**config.mk**
```make
export PLATFORM = sky130hd
export DESIGN_NAME = morse_char_timed_keyer
export DESIGN_NICKNAME = d
export VERILOG_FILES = /design/src/hdl/mctk_pkg.sv /design/src/hdl/morse_char_timed_keyer.sv
export VERILOG_INCLUDE_DIRS = /design/src /design/src/hdl
export SDC_FILE = /design/constraint.sdc
export NUM_CORES = 1
export LEC_CHECK = 0
export BUFFER_PORTS_ARGS = -buffer_cell sky130_fd_sc_hd__buf_2
export CORE_MARGIN = 5
export CORE_UTILIZATION = 60
export DETAILED_ROUTE_END_ITERATION = 8
export PLACE_DENSITY = 0.76
export SETUP_SLACK_MARGIN = 0.5
export SLEW_MARGIN = 15
export SYNTH_ARGS = -nofsm -noshare
export SYNTH_HDL_FRONTEND = slang
export SYNTH_SLANG_ARGS = --single-unit
```
**constraint.sdc**
```tcl
create_clock -name clk -period 4.3 [get_ports clk]
set_clock_uncertainty 0.1 [all_clocks]
set_input_delay 0.645 -clock clk [delete_from_list [all_inputs] [get_ports clk]]
set_output_delay 0.645 -clock clk [all_outputs]
set_load 0.02 [all_outputs]
```
**src/hdl/assert_macros.svh**
```systemverilog
// ----------------------------------------------------------------------------
// Assertion macros
// Clocked assertion helpers shared by the RTL. They compile to nothing when
// SYNTHESIS is defined.
// ----------------------------------------------------------------------------
`ifndef ASSERT_MACROS_SVH
`define ASSERT_MACROS_SVH

`ifndef SYNTHESIS

`define ASSERT_CLK(label, clock, resetn, prop) \
    label: assert property (@(posedge clock) disable iff (!(resetn)) (prop)) \
        else $error("assertion failed");

`define ASSERT_NEVER(label, clock, resetn, expr) \
    label: assert property (@(posedge clock) disable iff (!(resetn)) !(expr)) \
        else $error("forbidden condition seen");

`else

`define ASSERT_CLK(label, clock, resetn, prop)

`define ASSERT_NEVER(label, clock, resetn, expr)

`endif

`endif

```
**src/hdl/mctk_pkg.sv**
```systemverilog
// ----------------------------------------------------------------------------
// mctk_pkg
// Types, constants and the fixed Morse code table of the character keyer.
// ----------------------------------------------------------------------------
`default_nettype none

package mctk_pkg;

    localparam int TABLE_ENTRIES = 48;
    localparam int TABLE_SLOTS   = 64;
    localparam int IDX_W         = $clog2(TABLE_SLOTS);

    localparam int TICK_W  = 32;
    localparam int CHAR_W  = 8;
    localparam int PAT_W   = 8;
    localparam int CNT_W   = 3;
    localparam int CFG_W   = 3;
    localparam int OUT_W   = 40;

    localparam logic [CHAR_W-1:0] CHAR_SPACE = 8'h20;

    // Register indexes of the configuration port.
    localparam logic [CFG_W-1:0] REG_DIT       = 3'd0;
    localparam logic [CFG_W-1:0] REG_DAH       = 3'd1;
    localparam logic [CFG_W-1:0] REG_ELEM_GAP  = 3'd2;
    localparam logic [CFG_W-1:0] REG_CHAR_GAP  = 3'd3;
    localparam logic [CFG_W-1:0] REG_WORD_GAP  = 3'd4;

    localparam logic [TICK_W-1:0] DIT_RESET       = 32'd13333333;
    localparam logic [TICK_W-1:0] DAH_RESET       = 32'd53333332;
    localparam logic [TICK_W-1:0] ELEM_GAP_RESET  = 32'd17333332;
    localparam logic [TICK_W-1:0] CHAR_GAP_RESET  = 32'd69333331;
    localparam logic [TICK_W-1:0] WORD_GAP_RESET  = 32'd207999994;

    typedef struct packed {
        logic [CHAR_W-1:0] ch;
        logic [PAT_W-1:0]  pattern;
        logic [CNT_W-1:0]  count;
    } entry_t;

    typedef struct packed {
        logic              hit;
        logic [PAT_W-1:0]  pattern;
        logic [CNT_W-1:0]  count;
    } lookup_t;

    // Pattern is sent most significant bit first, a one is a dah.
    // A count of zero marks an empty slot.
    function automatic entry_t code_entry(input logic [IDX_W-1:0] idx);
        entry_t e;
        case (idx)
            6'd0:    e = '{"A", 8'h40, 3'd2};
            6'd1:    e = '{"B", 8'h80, 3'd4};
            6'd2:    e = '{"C", 8'hA0, 3'd4};
            6'd3:    e = '{"D", 8'h80, 3'd3};
            6'd4:    e = '{"E", 8'h00, 3'd1};
            6'd5:    e = '{"F", 8'h20, 3'd4};
            6'd6:    e = '{"G", 8'hC0, 3'd3};
            6'd7:    e = '{"H", 8'h00, 3'd4};
            6'd8:    e = '{"I", 8'h00, 3'd2};
            6'd9:    e = '{"J", 8'h70, 3'd4};
            6'd10:   e = '{"K", 8'hA0, 3'd3};
            6'd11:   e = '{"L", 8'h40, 3'd4};
            6'd12:   e = '{"M", 8'hC0, 3'd2};
            6'd13:   e = '{"N", 8'h80, 3'd2};
            6'd14:   e = '{"O", 8'hE0, 3'd3};
            6'd15:   e = '{"P", 8'h60, 3'd4};
            6'd16:   e = '{"Q", 8'hD0, 3'd4};
            6'd17:   e = '{"R", 8'h40, 3'd3};
            6'd18:   e = '{"S", 8'h00, 3'd3};
            6'd19:   e = '{"T", 8'h80, 3'd1};
            6'd20:   e = '{"U", 8'h20, 3'd3};
            6'd21:   e = '{"V", 8'h10, 3'd4};
            6'd22:   e = '{"W", 8'h60, 3'd3};
            6'd23:   e = '{"X", 8'h90, 3'd4};
            6'd24:   e = '{"Y", 8'hB0, 3'd4};
            6'd25:   e = '{"Z", 8'hC0, 3'd4};
            6'd26:   e = '{"0", 8'hF8, 3'd5};
            6'd27:   e = '{"1", 8'h78, 3'd5};
            6'd28:   e = '{"2", 8'h38, 3'd5};
            6'd29:   e = '{"3", 8'h18, 3'd5};
            6'd30:   e = '{"4", 8'h08, 3'd5};
            6'd31:   e = '{"5", 8'h00, 3'd5};
            6'd32:   e = '{"6", 8'h80, 3'd5};
            6'd33:   e = '{"7", 8'hC0, 3'd5};
            6'd34:   e = '{"8", 8'hE0, 3'd5};
            6'd35:   e = '{"9", 8'hF0, 3'd5};
            6'd36:   e = '{".", 8'h54, 3'd6};
            6'd37:   e = '{",", 8'hCC, 3'd6};
            6'd38:   e = '{"?", 8'h30, 3'd6};
            6'd39:   e = '{"-", 8'h84, 3'd6};
            6'd40:   e = '{"@", 8'h68, 3'd6};
            6'd41:   e = '{"_", 8'h34, 3'd6};
            6'd42:   e = '{"+", 8'h50, 3'd5};
            6'd43:   e = '{";", 8'hA8, 3'd6};
            6'd44:   e = '{"&", 8'h40, 3'd5};
            6'd45:   e = '{"/", 8'h90, 3'd5};
            6'd46:   e = '{"(", 8'hB0, 3'd5};
            6'd47:   e = '{")", 8'hB4, 3'd6};
            default: e = '{8'h00, 8'h00, 3'd0};
        endcase
        return e;
    endfunction

    // First matching entry among the searched slots.
    function automatic lookup_t code_lookup(input logic [CHAR_W-1:0] ch);
        lookup_t r;
        entry_t  e;
        r = '0;
        for (int i = 0; i < TABLE_ENTRIES; i++)
        begin
            e = code_entry(IDX_W'(i));
            if (!r.hit && e.count != '0 && e.ch == ch)
            begin
                r.hit     = 1'b1;
                r.pattern = e.pattern;
                r.count   = e.count;
            end
        end
        return r;
    endfunction

endpackage

`default_nettype wire

```
**src/hdl/morse_char_timed_keyer.sv**
```systemverilog
// ----------------------------------------------------------------------------
// morse_char_timed_keyer
// Turns one ASCII character into a run of timed pin-level segments.
// ----------------------------------------------------------------------------
// Usage:
// A character enters on the s_ stream. Each result word on the m_ stream is
// one segment: a pin level and the number of clock ticks to hold it, with
// tlast on the final segment of the character. A letter of N elements gives
// 2N+1 words: mark, element gap, ..., then the character gap. A space gives
// a single word gap word; a character not in the table gives no words.
// The pattern shift register steps one element bit per mark word and one
// word is loaded per cycle while the output register can advance. After
// acceptance the sequencer state is registered first, then the first word
// is loaded into the output register. A new character is taken once the
// last word of the previous one sits in the output register. When the
// receiver stalls, the output register holds its word and the sequencer
// waits.
// Timing registers are written on the cfg channel, which is always ready;
// write them only while the block is idle. Reset loads the standard timing
// values and drops all pending words.
// ----------------------------------------------------------------------------
`default_nettype none

`include "assert_macros.svh"

module morse_char_timed_keyer
    import mctk_pkg::*;
(
    input  wire logic               clk,
    input  wire logic               rst_n,
    // s_tdata: [7:0] char_code
    input  wire logic               s_tvalid,
    output logic                    s_tready,
    input  wire logic [CHAR_W-1:0]  s_tdata,
    // m_tdata: [0] pin_level, [32:1] duration_ticks, [39:33] zero
    output logic                    m_tvalid,
    input  wire logic               m_tready,
    output logic [OUT_W-1:0]        m_tdata,
    output logic                    m_tlast,
    input  wire logic               cfg_valid,
    output logic                    cfg_ready,
    input  wire logic [CFG_W-1:0]   cfg_index,
    input  wire logic [TICK_W-1:0]  cfg_data
);

    typedef enum logic [4:0] {
        ST_IDLE  = 5'b00001,
        ST_MARK  = 5'b00010,
        ST_SPACE = 5'b00100,
        ST_CGAP  = 5'b01000,
        ST_WGAP  = 5'b10000
    } state_t;

    state_t             state_reg, state_next;
    logic [PAT_W-1:0]   pat_reg, pat_next;
    logic [CNT_W-1:0]   cnt_reg, cnt_next;
    logic [TICK_W-1:0]  dit_reg, dah_reg, egap_reg, cgap_reg, wgap_reg;
    logic               ovalid_reg, ovalid_next;
    logic               olevel_reg, olevel_next;
    logic [TICK_W-1:0]  oticks_reg, oticks_next;
    logic               olast_reg, olast_next;
    logic               advance;
    logic               s_take;
    lookup_t            hit;

    assign cfg_ready = 1'b1;
    assign s_tready  = (state_reg == ST_IDLE);
    assign s_take    = s_tvalid && s_tready;
    assign advance   = !ovalid_reg || m_tready;
    assign hit       = code_lookup(s_tdata);

    assign m_tvalid = ovalid_reg;
    assign m_tdata  = {{(OUT_W - TICK_W - 1){1'b0}}, oticks_reg, olevel_reg};
    assign m_tlast  = olast_reg;

    always_ff @(posedge clk or negedge rst_n)
    begin
        if (!rst_n)
        begin
            dit_reg  <= DIT_RESET;
            dah_reg  <= DAH_RESET;
            egap_reg <= ELEM_GAP_RESET;
            cgap_reg <= CHAR_GAP_RESET;
            wgap_reg <= WORD_GAP_RESET;
        end
        else if (cfg_valid)
        begin
            unique case (cfg_index)
                REG_DIT:      dit_reg  <= cfg_data;
                REG_DAH:      dah_reg  <= cfg_data;
                REG_ELEM_GAP: egap_reg <= cfg_data;
                REG_CHAR_GAP: cgap_reg <= cfg_data;
                REG_WORD_GAP: wgap_reg <= cfg_data;
                default:      ;
            endcase
        end
    end

    always_comb
    begin
        state_next  = state_reg;
        pat_next    = pat_reg;
        cnt_next    = cnt_reg;
        ovalid_next = ovalid_reg && !m_tready;
        olevel_next = olevel_reg;
        oticks_next = oticks_reg;
        olast_next  = olast_reg;
        unique case (state_reg)
            ST_IDLE:
            begin
                if (s_take)
                begin
                    pat_next = hit.pattern;
                    cnt_next = hit.count;
                    if (s_tdata == CHAR_SPACE)
                        state_next = ST_WGAP;
                    else if (hit.hit)
                        state_next = ST_MARK;
                end
            end
            ST_MARK:
            begin
                if (advance)
                begin
                    ovalid_next = 1'b1;
                    olevel_next = 1'b0;
                    oticks_next = pat_reg[PAT_W-1] ? dah_reg : dit_reg;
                    olast_next  = 1'b0;
                    pat_next    = {pat_reg[PAT_W-2:0], 1'b0};
                    state_next  = ST_SPACE;
                end
            end
            ST_SPACE:
            begin
                if (advance)
                begin
                    ovalid_next = 1'b1;
                    olevel_next = 1'b1;
                    oticks_next = egap_reg;
                    olast_next  = 1'b0;
                    cnt_next    = cnt_reg - CNT_W'(1);
                    state_next  = (cnt_reg == CNT_W'(1)) ? ST_CGAP : ST_MARK;
                end
            end
            ST_CGAP:
            begin
                if (advance)
                begin
                    ovalid_next = 1'b1;
                    olevel_next = 1'b1;
                    oticks_next = cgap_reg;
                    olast_next  = 1'b1;
                    state_next  = ST_IDLE;
                end
            end
            ST_WGAP:
            begin
                if (advance)
                begin
                    ovalid_next = 1'b1;
                    olevel_next = 1'b1;
                    oticks_next = wgap_reg;
                    olast_next  = 1'b1;
                    state_next  = ST_IDLE;
                end
            end
            default:
            begin
                state_next = ST_IDLE;
            end
        endcase
    end

    always_ff @(posedge clk or negedge rst_n)
    begin
        if (!rst_n)
        begin
            state_reg  <= ST_IDLE;
            cnt_reg    <= '0;
            ovalid_reg <= 1'b0;
        end
        else
        begin
            state_reg  <= state_next;
            cnt_reg    <= cnt_next;
            ovalid_reg <= ovalid_next;
        end
    end

    always_ff @(posedge clk)
    begin
        pat_reg    <= pat_next;
        olevel_reg <= olevel_next;
        oticks_reg <= oticks_next;
        olast_reg  <= olast_next;
    end

    // An element gap is only ever emitted with elements still counted.
    `ASSERT_NEVER(a_space_cnt, clk, rst_n, state_reg == ST_SPACE && cnt_reg == '0)

    // The closing segment of any character is always a gap at level one.
    `ASSERT_CLK(a_last_gap, clk, rst_n, m_tvalid && m_tlast |-> m_tdata[0])

    // A space goes straight to the word gap.
    `ASSERT_CLK(a_space_wgap, clk, rst_n, s_take && s_tdata == CHAR_SPACE |=> state_reg == ST_WGAP)

endmodule

`default_nettype wire

```
Word-level counts from Yosys, hierarchy flattened:

Index checks and enable logic that the tools add are counted.

* register bits: 211
* bits of input ports: 48
* output and inout port bits: 44

* muxes and demuxes: 74
* add/subtract/negate cells: 1
* reductions and logical operators: 120
* equal/unequal tests: 68

Operators with widths (count)
* 12-bit two-way mux: 48
* 7-bit by 8-bit == test with 1-bit output, first input constant: 28
* 6-bit by 8-bit == test with 1-bit output, first input constant: 20
* 32-bit two-way mux: 5
* 32-bit case mux with 4 select lines: 1
* 1-bit logical AND: 49
* 1-bit logical NOT: 49
* 5-bit two-way mux: 6
* 5-bit case mux with 4 select lines: 1
* 8-bit two-way mux: 2
* 8-bit case mux with 2 select lines: 1
* 3-bit AND reduction: 4
* 2-bit AND reduction: 5
* 5-bit AND reduction: 2
* 8-bit by 6-bit == test with 1-bit output, second input constant: 1
* 2-bit by 1-bit inequality test with 1-bit output, second input constant: 4
* 2-bit inequality test, second input constant: 4
* 2-bit nonzero test: 4
* 3-bit by 1-bit == test with 1-bit output, second input constant: 2
* 3-bit by 2-bit == test with 1-bit output, second input constant: 2
* 3-bit two-way mux: 2
* 3-bit case mux with 2 select lines: 1
* 5-bit by 1-bit == test with 1-bit output, second input constant: 1
* 5-bit by 2-bit == test with 1-bit output, second input constant: 1
* 15 further kinds: 20

Logic depth before layout (Yosys ltp):

Gate-level depths: netlist of the first run.

* depth after elaboration: 147
* mapped depth: 8
* gate-level depth less buffers: 7

Least setup slack after synthesis of the first run:

OpenSTA, ideal clock, no wires.

* kind: register -> register
* start point: register state_reg[2]
* end point: register oticks_reg[0] (enable)
* stages on the path, launching flop included: 5
* slack: 1.139 ns
* clock period less this slack: 3.161 ns
* arrival: 2.629 ns
* library setup time: 0.432 ns
* data required time: 3.768 ns
* path buffers: 1
* cell sequence: dfrtp_1 > nor3_1 > nand3b_1 > clkbuf_1 > a21oi_1

* cells in the longest elaborated chain, start to end: 3
* elaborated cells on any way between the ends: 10
* classes of those cells: 8 x eq/ne; 2 x reduce/logical

Ends and longest elaborated chain
* start: declaration: line morse_char_timed_keyer.sv:54 `state_t state_reg, state_next;`
* start signal: assignment: line morse_char_timed_keyer.sv:184 `state_reg <= state_next;`
* 5-bit == test (tied with other cells): line morse_char_timed_keyer.sv:108 `unique case (state_reg)`
* 4-bit nonzero test (no source line) or 2-bit inequality test (tied branches)
* 5-bit AND reduction (no source line) *
* end signal: assignment: line morse_char_timed_keyer.sv:194 `oticks_reg <= oticks_next;`
* end: declaration: line morse_char_timed_keyer.sv:60 `logic [TICK_W-1:0] oticks_reg, oticks_next;`

Every way passes the cells marked *; elsewhere a longest branch is shown, timed or not.
A chain may end at the register's enable or synchronous reset.

Final worst setup path of the first run:

* start point: register state_reg[2]
* end point: register oticks_reg[27] (enable)

Same word-level chain as after synthesis.

==> qor.yml, run 1 <==
global_routing:
  grt_max_degree: 101
  grt_pass1_vias: 7003
  grt_pass1_wl_um: 38200
  grt-ovfl-total: 0
  antenna_found_initial: 0
  grt_usage: 0.242
pwr:
  leakage_uw: 0.00452
  vdd_drop_max_uv: 354
  power_density_nw_per_um2: 521
routing:
  top_layer: "met4"
  vias_per_cell: 6.42
  wl_um: 23700
  wire_per_inst_um: 22.2
  antenna_left: 0
  drc: 0
  dr.pass1.iters: 6
  wl_met3_um: 1750
  wl_met1_um: 10100
  vias: 6860
  wl_met2_um: 11500
  dr.first_iter.drc_count: 767
critical_path:
  crit_chain: "nor3_1, nand3b_1, a21oi_4, buf_4"
  end_kind: "register"
  reg2regPathDepth: 4
  path_max_fanout: 20
  cp.arrival_ns: 2.98
  cp.required_ns: 4.38
  max_stage_delay_ns: 0.86
  start_kind: "register"
  path_class: "reg -> reg"
  critical_path.slowest_cell: "a21oi_4"
place:
  io_buffer_count: 83
  dp_hpwl_um: 14500
  gp_congestion: 0.943
timing:
  finalCritPeriodShare: 0.675
  final-max-slew-violation-count: 0
  min_period_ns: 2.90
  hold_slack_ns: 0.170
  finalSetupViolCount: 0
  finalSetupTns_ns: 0
  rsz0062_at_grt: "false"
  relSlewSlack: 0.386
  worst_pin_slew_ns: 0.919
  fmax_mhz: 345
  timing_hold_violations_final: 0
clock_network:
  cts_root_buf: "clkbuf_16"
  tritoncts: "yes"
  numCtsBuffers: 22
  numClockSinks: 209
  holdBufCountCts: 0
  post_cts_resized: 0
  htree_levels: 1
  insertion_delay_ns: 0.49
  clkSlewWorstSetupHoldPaths_ns: 0.06
  clk_path_buf_depth: 3
  post_cts_buffers: 0
floorplanning:
  die_w_um: 139
  die_y_um: 139
  num_io_pins: 92
  coreArea_um2: 16400
  initial_utilization: 0.607
  rows: 47
  die_area_um2: 19300
synth:
  syn-cell-area_um2: 9960
  synthArstFlopShare: 0.809
  synth-main-ff-cell: "dfrtp_1"
  syn_inst: 771
  syn_avg_cell_area_um2: 12.9
  synth-edff-count: 40
  synth_cell_type_count: 72
  ys_seq_area_frac: 0.554
  synth_seq_cells: 209
  ys.warnings.count: 0
flow_run:
  maxCapViolations: 0
run_status:
  status: "completed"
finish:
  synthToLayoutAreaGrowth_pct: 13.3
  drive_gt1_frac: 0.439
  nets: 881
  fillers: 1157
worst_hold_path:
  hold_class: "in -> async"
report_power, final:
part           internal [uW]  switching (uW)  total (uW)
clock                   1120             735        1850
sequential              2610             230        2840
combinational            541             650        1190
total                   4260            1610        5880
through the flow:
stage          cell area (um^2)   util  setup slack [ns]  total power, uW  std cells
6_report                  11300  0.688              1.40             5880       1068
3_5_place_dp              10600  0.643              1.46             4040       1027
5_1_grt                   11300  0.688              1.25             6150       1067
2_1_floorplan              9980      -              1.14             3650        777
3_3_place_gp              10600  0.643              1.54             3950       1027
4_1_cts                   11300  0.688              1.41             5900       1067
layer usage:
metal	up-vias	track usage
li1	3032	-
met1	3499	0.342
met2	299	0.395
met3	30	0.0445
met4	0	0.0536
met5	-	0
path summary, 6_finish.rpt:
path	startpoint	to	slack, ns
max	state_reg[2]	oticks_reg[27]	1.40
min	rst_n	dah_reg[9]	0.17
max reg2reg	state_reg[2]	oticks_reg[27]	1.40
min reg2reg	egap_reg[8]	egap_reg[8]	0.39
max in group asynchronous	rst_n	wgap_reg[27]	2.98
min in group clk	cfg_data[10]	dah_reg[10]	0.33
layout by cell type, fill, tap and decap left out, types with 14 or more instances in the layout:
cell type / synthesis / layout
a222oi_1: 32 / 32
a21oi_1: 16 / 15
o21ai_0: 49 / 49
nor2_1: 25 / 25
clkbuf_16: 0 / 24
buf_4: 11 / 14
nand2_1: 23 / 23
mux2_2: 153 / 153
mux2i_1: 34 / 34
edfxtp_1: 40 / 40
dfstp_2: 68 / 68
buf_2: 23 / 82
dfrtp_1: 101 / 101
critical path, delay by kind of cell, from the launching register on:
family,cells,cell delay (ns)
AO/OA/AOI/OAI,1,0.86
buffers and inverters,1,0.36
flip-flops,1,0.46
AND/OR/NAND/NOR,2,0.79
cell usage after synthesis, drive strengths merged (3+ instances only):
| master | count | area [um^2] |
|---|---|---|
| and2 | 4 | 25.0 |
| a22o | 4 | 35.0 |
| a21oi | 16 | 80.1 |
| dfstp | 68 | 1790 |
| dfrtp | 101 | 2530 |
| buf | 37 | 209 |
| nor4bb | 3 | 30.0 |
| edfxtp | 40 | 1200 |
| a22oi | 4 | 30.0 |
| clkbuf | 31 | 116 |
| nor3b | 5 | 42.5 |
| and3 | 3 | 18.8 |
| nor2 | 26 | 100 |
| o211ai | 3 | 22.5 |
| o22ai | 3 | 18.8 |
| nor3 | 9 | 45.0 |
| a211oi | 6 | 45.0 |
| o31ai | 4 | 30.0 |
| mux2i | 34 | 340 |
| nand2 | 23 | 86.3 |
| nand3b | 3 | 22.5 |
| o21ai | 50 | 250 |
| or2 | 3 | 21.3 |
| nand4 | 3 | 18.8 |
| a32oi | 4 | 35.0 |
| a222oi | 32 | 320 |
| nor2b | 9 | 56.3 |
| mux2 | 160 | 1800 |
| inv | 9 | 33.8 |
| nor4 | 6 | 56.3 |
| nand3 | 10 | 50.1 |
| a31oi | 9 | 56.3 |
| nand2b | 10 | 62.6 |
final cells by class:
cell class | count | area (um^2) | share of cell area
diodes | 1 | 2.50 | 0.000222
clock buffers | 34 | 698 | 0.0619
clock inverters | 6 | 30.0 | 0.00266
inverters | 9 | 33.8 | 0.00299
multi-input cells | 491 | 4180 | 0.371
flip-flops and latches | 209 | 5520 | 0.489
well taps | 220 | 275 | 0.0244
repair buffers | 98 | 547 | 0.0485
cells by family (layout without fill, tap and decap cells):
| logic type | Yosys count | in the layout | share of synthesized area |
|---|---|---|---|
| xor gates and xnor gates | 3 | 3 | 0.00264 |
| adders and majority gates | 2 | 2 | 0.00251 |
| AOI/OAI and AO/OA | 156 | 156 | 0.115 |
| and+or+nand+nor | 128 | 128 | 0.0745 |
| DFF | 209 | 209 | 0.554 |
| muxes | 194 | 194 | 0.215 |
| buffers and inverters | 77 | 147 | 0.0361 |
| other | 2 | 9 | 0.000754 |
Power figures use the tool's default switching activity.
==> run 2: changes to the inputs <==
- ABC_AREA: unset -> 1
- CORE_UTILIZATION: 60 -> 59
- PLACE_DENSITY: 0.76 -> 0.75
- clock period: 4.3 -> 2.7 ns (I/O delays scaled with it)
==> run 2 against run 1 <==
Wire length rose by 5.0%. Register-to-register slack got worse by 0.82 ns. Critical path depth rose by 20. First-iteration DRC count fell by 3.5%. Design area rose by 3.3%. Core utilization rose by 4.0 points. Count of clock-buffer cells in the layout did not move. Sequential share of layout area fell by 1.5 points. Setup slack got worse by 0.98 ns. Synthesized cell count rose by 40%. Non-clock buffer count rose by 62. Die area fell by 1.2%.
==> qor.yml, run 2 <==
pwr:
  p_switching_uw: 2770  # was 1610 uW
  p_sw_frac: 0.302  # was 0.275
  power_frac_clock: 0.305  # was 0.315
  seq_power_share: 0.481  # was 0.483
  leakage_uw: 0.00535  # was 0.00452 uW
  p_int_uw: 6400  # was 4260 uW
  combPwrFrac: 0.214  # was 0.203
  vdd_drop_max_uv: 539  # was 354 uV
  power_density_nw_per_um2: 788  # was 521 nW/um^2
synth:
  syn_avg_cell_area_um2: 8.95  # was 12.9 um^2
  ys.warnings.count: 0  # unchanged
  syn_inst: 1080  # was 771
  synth_cell_type_count: 40  # was 72
  ys_top_cells_by_area: "dfrtp_1 26%, dfstp_2 18%, edfxtp_1 12%"  # was dfrtp_1 25%, dfstp_2 18%, mux2_2 17%
  synth_commonest_cells: "244 x nand2_1, 177 x o21ai_0, 102 x inv_1, 101 x dfrtp_1, 94 x nor2_1"  # was 153 x mux2_2, 101 x dfrtp_1, 68 x dfstp_2, 49 x o21ai_0, 40 x edfxtp_1
  synth_seq_cells: 209  # unchanged
  synth.most_common_cell: "nand2_1"  # was mux2_2
  syn-cell-area_um2: 9670  # was 9960 um^2
  ys_seq_area_frac: 0.571  # was 0.554
  yosysTopAreaCellShare: 0.261  # was 0.254
  synth-main-ff-cell: "dfrtp_1"  # unchanged
  synth-edff-count: 40  # unchanged
  yosysTopAreaCell: "dfrtp_1"  # unchanged
  synthArstFlopShare: 0.809  # unchanged
place:
  post_dp_cell_area_um2: 10600  # about the same
  io_buffer_count: 83  # unchanged
  gp_congestion: 0.925  # was 0.943
  dp_slack_ns: -0.0931  # was 1.46 ns
  dp_hpwl_um: 15100  # was 14500 um
clock_network:
  numCtsBuffers: 22  # unchanged
  clkSlewWorstSetupHoldPaths_ns: 0.06  # about the same
  tritoncts: "yes"  # unchanged
  insertion_delay_ns: 0.50  # was 0.49 ns
  clk_path_buf_depth: 3  # unchanged
  htree_levels: 1  # unchanged
  numClockSinks: 209  # unchanged
  cts_root_buf: "clkbuf_16"  # unchanged
timing:
  final-max-slew-violation-count: 0  # unchanged
  worst_pin_slew_ns: 0.777  # was 0.919 ns
  fmax_mhz: 437
  finalSetupViolCount: 0  # unchanged
  relSlewSlack: 0.481  # was 0.386
  rsz0062_at_grt: "true"  # was false
  finalCritPeriodShare: 0.847
  worst_slack_ns: 0.414  # was 1.40 ns
  min_period_ns: 2.29
  finalSetupTns_ns: 0  # unchanged
  timing_hold_violations_final: 0  # unchanged
  hold_slack_ns: 0.110  # was 0.170 ns
critical_path:
  cp.required_ns: 3.04  # was 4.38 ns
  cp.arrival_ns: 2.62  # was 2.98 ns
  start_kind: "input pin"  # was register
  max_stage_delay_ns: 0.16  # was 0.86 ns
  crit_chain: "buf_6, nor2_4, inv_2, nor2_2, nand2_2, buf_4, buf_4, buf_4, buf_4, buf_4, buf_4, nor2_4, nor2_1, nand4_1, nor2_1, nand4_1, nor2_1, nand4_1, nor2_1, nand4_1, nor2_1, nand4_2, nand3_1, nand2_1"  # was nor3_1, nand3b_1, a21oi_4, buf_4
  cp_common_cell: "buf_4"
  critical_path.top_delay_family: "simple AND/OR/NAND/NOR gates"  # was compound AO/OA/AOI/OAI gates
  end_kind: "register"  # unchanged
  worst-path-buf-inv: 8  # was 1
  path_max_fanout: 4  # was 20
  critical_path_depth: 24  # was 4
  critical_path.slowest_cell: "nor2_4"  # was a21oi_4
  path_class: "in -> reg"  # was reg -> reg
  reg2regPathDepth: 10  # was 4
finish:
  antenna_cells: 0  # was 1
  final_common_cell: "nand2_1"  # was mux2_2
  drive_gt1_frac: 0.248  # was 0.439
  design_area_um2: 11700  # was 11300 um^2
  nets: 1258  # was 881
  layout_common_cells: "240 x nand2_1, 177 x o21ai_0, 101 x dfrtp_1"  # was 153 x mux2_2, 101 x dfrtp_1, 82 x buf_2
  synthToLayoutAreaGrowth_pct: 20.6  # was 13.3%
routing:
  dr.first_iter.drc_count: 740  # was 767
  dr.pass1.iters: 5  # was 6
  antenna_left: 0  # unchanged
  vias: 8220  # was 6860
  wire_per_inst_um: 17.3  # was 22.2 um
  drc: 0  # unchanged
  vias_per_cell: 5.71  # was 6.42
  wl_um: 24900  # was 23700 um
global_routing:
  grt_pass1_wl_um: 39500  # was 38200 um
  antenna_found_initial: 1  # was 0
  grt-ovfl-total: 0  # unchanged
  grt_pass1_vias: 7910  # was 7003
  grt_max_degree: 65  # was 101
  grt_usage: 0.261  # was 0.242
floorplanning:
  initial_utilization: 0.604  # was 0.607
  rows: 46  # was 47
  num_io_pins: 92  # unchanged
  die_y_um: 138  # was 139 um
  coreArea_um2: 16000  # was 16400 um^2
  die_area_um2: 19000  # was 19300 um^2
  die_w_um: 138  # was 139 um
run_status:
  status: "completed"  # unchanged
worst_hold_path:
  hold_path_depth: 3
  hold_class: "in -> reg"  # was in -> async
flow_run:
  maxCapViolations: 0  # unchanged
==> run 2: logic make-up after synthesis <==
family / share of synthesized area
compound gates: 0.176
xor+xnor: 0.000906
fa+ha+maj: 0.00259
buf+inv: 0.0720
flops: 0.571
mux: 0.00829
other cells: 0.000777
simple gates: 0.169
==> run 2: metal layers <==
metal  GRT usage  share of wire
met4      0.0642          0.018
met2       0.440           0.49
met5           0        0.00052
met3      0.0327          0.065
met1       0.363           0.43
==> run 2: worst paths after layout <==
check,startpoint,endpoint,slack (ns)
worst max-delay path,s_tdata[3],state_reg[1],0.41
worst min-delay path,cfg_data[26],wgap_reg[26],0.11
worst max register to register,state_reg[0],oticks_reg[4],0.58
worst min register to register,dah_reg[3],dah_reg[3],0.38
max in group asynchronous,rst_n,dah_reg[18],1.41
min in group asynchronous,rst_n,egap_reg[8],0.33
==> run 2: final cells by class <==
type | instances | area (um^2)
Sequential cell | 209 | 5520
Clock inverter | 6 | 31.3
Clock buffer | 34 | 637
Fill cell | 1215 | 4350
Tap cell | 216 | 270
Inverter | 109 | 429
Multi-Input combinational cell | 706 | 3640
Timing Repair Buffer | 160 | 1130
==> run 2: worst min-delay path, cell delays in order <==
cell and delay [ns]:
buf_2 0.09, inv_1 0.10, o21ai_0 0.10
==> run 2: through the flow <==
stage | util | cells | power, uW
6_report | 0.728 | 1440 | 9180
5_1_grt | 0.728 | 1440 | 9620
4_1_cts | 0.715 | 1433 | 9140
3_5_place_dp | 0.663 | 1380 | 6310
3_3_place_gp | 0.663 | 1380 | 6240
2_1_floorplan | - | 1086 | 5630
==> run 2: repair_timing <==
item                                    in CTS  in global routing
endpoints found under the hold margin       27                  0
hold buffers                                 1                  0
pin swaps                                    3                 15
resized for setup                           25                 42
setup buffers                               12                  7
endpoints found under the setup margin      43                 69
==> run 2: power by group through the flow <==
stage               Sequential [uW]  Combinational, uW  Clock (uW)
detailed placement             4440               1870           0
finish                         4410               1960        2800
CTS                            4410               1910        2820
global route                   4480               2180        2960
floorplan                      4490               1140           0
global placement               4410               1820           0
==> run 3: changes to the inputs <==
- clock period: 2.7 -> 2.2 ns (I/O delays scaled with it)
==> run 3 against run 2 <==
The flow now finishes with violations (negative setup slack). Combinational power grew 83%. Core utilization up 12 points. Via count increased by 16%. Hold slack worse by 0.088 ns. Critical endpoint is now state_reg[4].
==> qor.yml, run 3 (same netlist as run 2, synthesis figures left out) <==
critical_path:
  path_max_fanout: 4  # unchanged
  r2r_setup_slack_ns: 0.02  # was 0.58 ns
  start_kind: "input pin"  # unchanged
  cp.arrival_ns: 2.59  # was 2.62 ns
  path_class: "in -> reg"  # unchanged
  cp.required_ns: 2.50  # was 3.04 ns
  end_kind: "register"  # unchanged
timing:
  min_period_ns: 2.29
  worst_slack_ns: -0.0924  # was 0.414 ns
  finalSetupViolCount: 3  # was 0
  final-max-slew-violation-count: 0  # unchanged
  rsz0062_at_grt: "true"  # unchanged
  finalCritPeriodShare: 1.04
  hold_slack_ns: 0.0222  # was 0.110 ns
  timing_hold_violations_final: 0  # unchanged
  fmax_mhz: 436
  finalSetupTns_ns: -0.220  # was 0 ns
finish:
  nets: 1339  # was 1258
  layout_common_cells: "238 x nand2_1, 166 x o21ai_0, 101 x dfrtp_1, 101 x buf_4, 87 x inv_1"  # was 240 x nand2_1, 177 x o21ai_0, 101 x dfrtp_1
  antenna_cells: 0  # unchanged
  synthToLayoutAreaGrowth_pct: 40.4  # was 20.6%
  drive_gt1_frac: 0.364  # was 0.248
  fillers: 846  # was 1215
  final_common_cell: "nand2_1"  # unchanged
  fin_util: 0.848  # was 0.728
global_routing:
  grt_usage: 0.334  # was 0.261
  grt_pass1_wl_um: 49000  # was 39500 um
  grt_pass1_vias: 9026  # was 7910
  antenna_found_initial: 0  # was 1
  grt_max_degree: 67  # was 65
  grt-ovfl-total: 0  # unchanged
routing:
  wl_um: 34400  # was 24900 um
  vias: 9495  # was 8220
  drc: 0  # unchanged
  dr.first_iter.drc_count: 1260  # was 740
  wire_per_inst_um: 22.6  # was 17.3 um
  dr.pass1.iters: 6  # was 5
  vias_per_cell: 6.24  # was 5.71
  antenna_left: 0  # unchanged
worst_hold_path:
  hold_class: "in -> reg"  # unchanged
floorplanning:
  coreArea_um2: 16000  # unchanged
  rows: 46  # unchanged
  die_area_um2: 19000  # unchanged
  die_w_um: 138  # unchanged
  die_y_um: 138  # unchanged
  num_io_pins: 92  # unchanged
  initial_utilization: 0.604  # unchanged
clock_network:
  numClockSinks: 209  # unchanged
  insertion_delay_ns: 0.51  # was 0.50 ns
  cts_root_buf: "clkbuf_16"  # unchanged
  tritoncts: "yes"  # unchanged
  clk_path_buf_depth: 3  # unchanged
  clkSlewWorstSetupHoldPaths_ns: 0.06  # about the same
  htree_levels: 1  # unchanged
  numCtsBuffers: 23  # was 22
place:
  dp_hpwl_um: 15300  # was 15100 um
  dp_slack_ns: -0.471  # was -0.0931 ns
  io_buffer_count: 83  # unchanged
  gp_congestion: 0.976  # was 0.925
run_status:
  status: "finished with violations"  # was completed
  failed_checks: "negative setup slack"
pwr:
  vdd_drop_max_uv: 798  # was 539 uV
  leakage_uw: 0.00613  # was 0.00535 uW
  power_density_nw_per_um2: 954  # was 788 nW/um^2
flow_run:
  maxCapViolations: 0  # unchanged
run 3: area by class of cell:
cell class,count,area [um^2],share of cell area
tap,216,270,0.0199
sequential,209,5520,0.407
inverter,109,432,0.0318
clock inverter,8,52.6,0.00387
clock buffer,34,698,0.0515
multi-input combinational,707,4270,0.315
timing repair buffer,239,2330,0.171
run 3: critical path: stages:
cell     delay (ns)
buf_12         0.11
inv_12         0.04
nor2_4         0.03
nand3_4        0.08
inv_2          0.06
a21oi_2        0.17
nand4_1        0.11
nor2_1         0.11
nand4_1        0.08
nor2_1         0.11
nand3_1        0.08
nor2_1         0.10
nand4_1        0.08
nor2_1         0.09
nand4_1        0.09
nor2_1         0.10
nand4_1        0.10
nor2_1         0.13
nand4_1        0.12
nor2_2         0.12
nand4_2        0.14
nand3_1        0.12
nand2_1        0.07
run 3: metrics by stage:
stage | power (uW) | std cells | cell area (um^2)
CTS | 12100 | 1507 | 13000
global placement | 7750 | 1415 | 11000
detailed placement | 7850 | 1415 | 11000
global route | 13400 | 1522 | 13600
finish | 12900 | 1522 | 13600
floorplan | 6960 | 1086 | 9810
run 3: worst paths after layout:
kind	start	endpoint	cells past startpoint
hold / removal	cfg_data[25]	dah_reg[25]	3
setup / recovery	s_tdata[6]	state_reg[4]	23
setup reg to reg	state_reg[2]	oticks_reg[9]	12
min in group asynchronous	rst_n	dit_reg[10]	2
hold reg to reg	dit_reg[28]	dit_reg[28]	2
max in group asynchronous	rst_n	dah_reg[21]	3
run 3: power by group:
group	total, uW	internal (uW)	switching, uW
Combinational	3590	1440	2150
Sequential	5550	5040	517
Clock	3800	2210	1590
run 3: layer usage:
metal,wire length (um),up-vias,global-route usage
li1,-,4061,-
met1,12200,4488,0.442
met2,16200,729,0.540
met3,3730,217,0.0646
met4,2270,0,0.144
met5,0,-,0
run 3: timing repair:
action / in CTS / in global routing
pin swaps: 25 / 17
buffers inserted: 33 / 14
hold buffers: 1 / 0
gates cloned: 16 / 1
resized for setup: 134 / 88
setup endpoints to repair: 84 / 88
hold endpoints to repair: 43 / 0
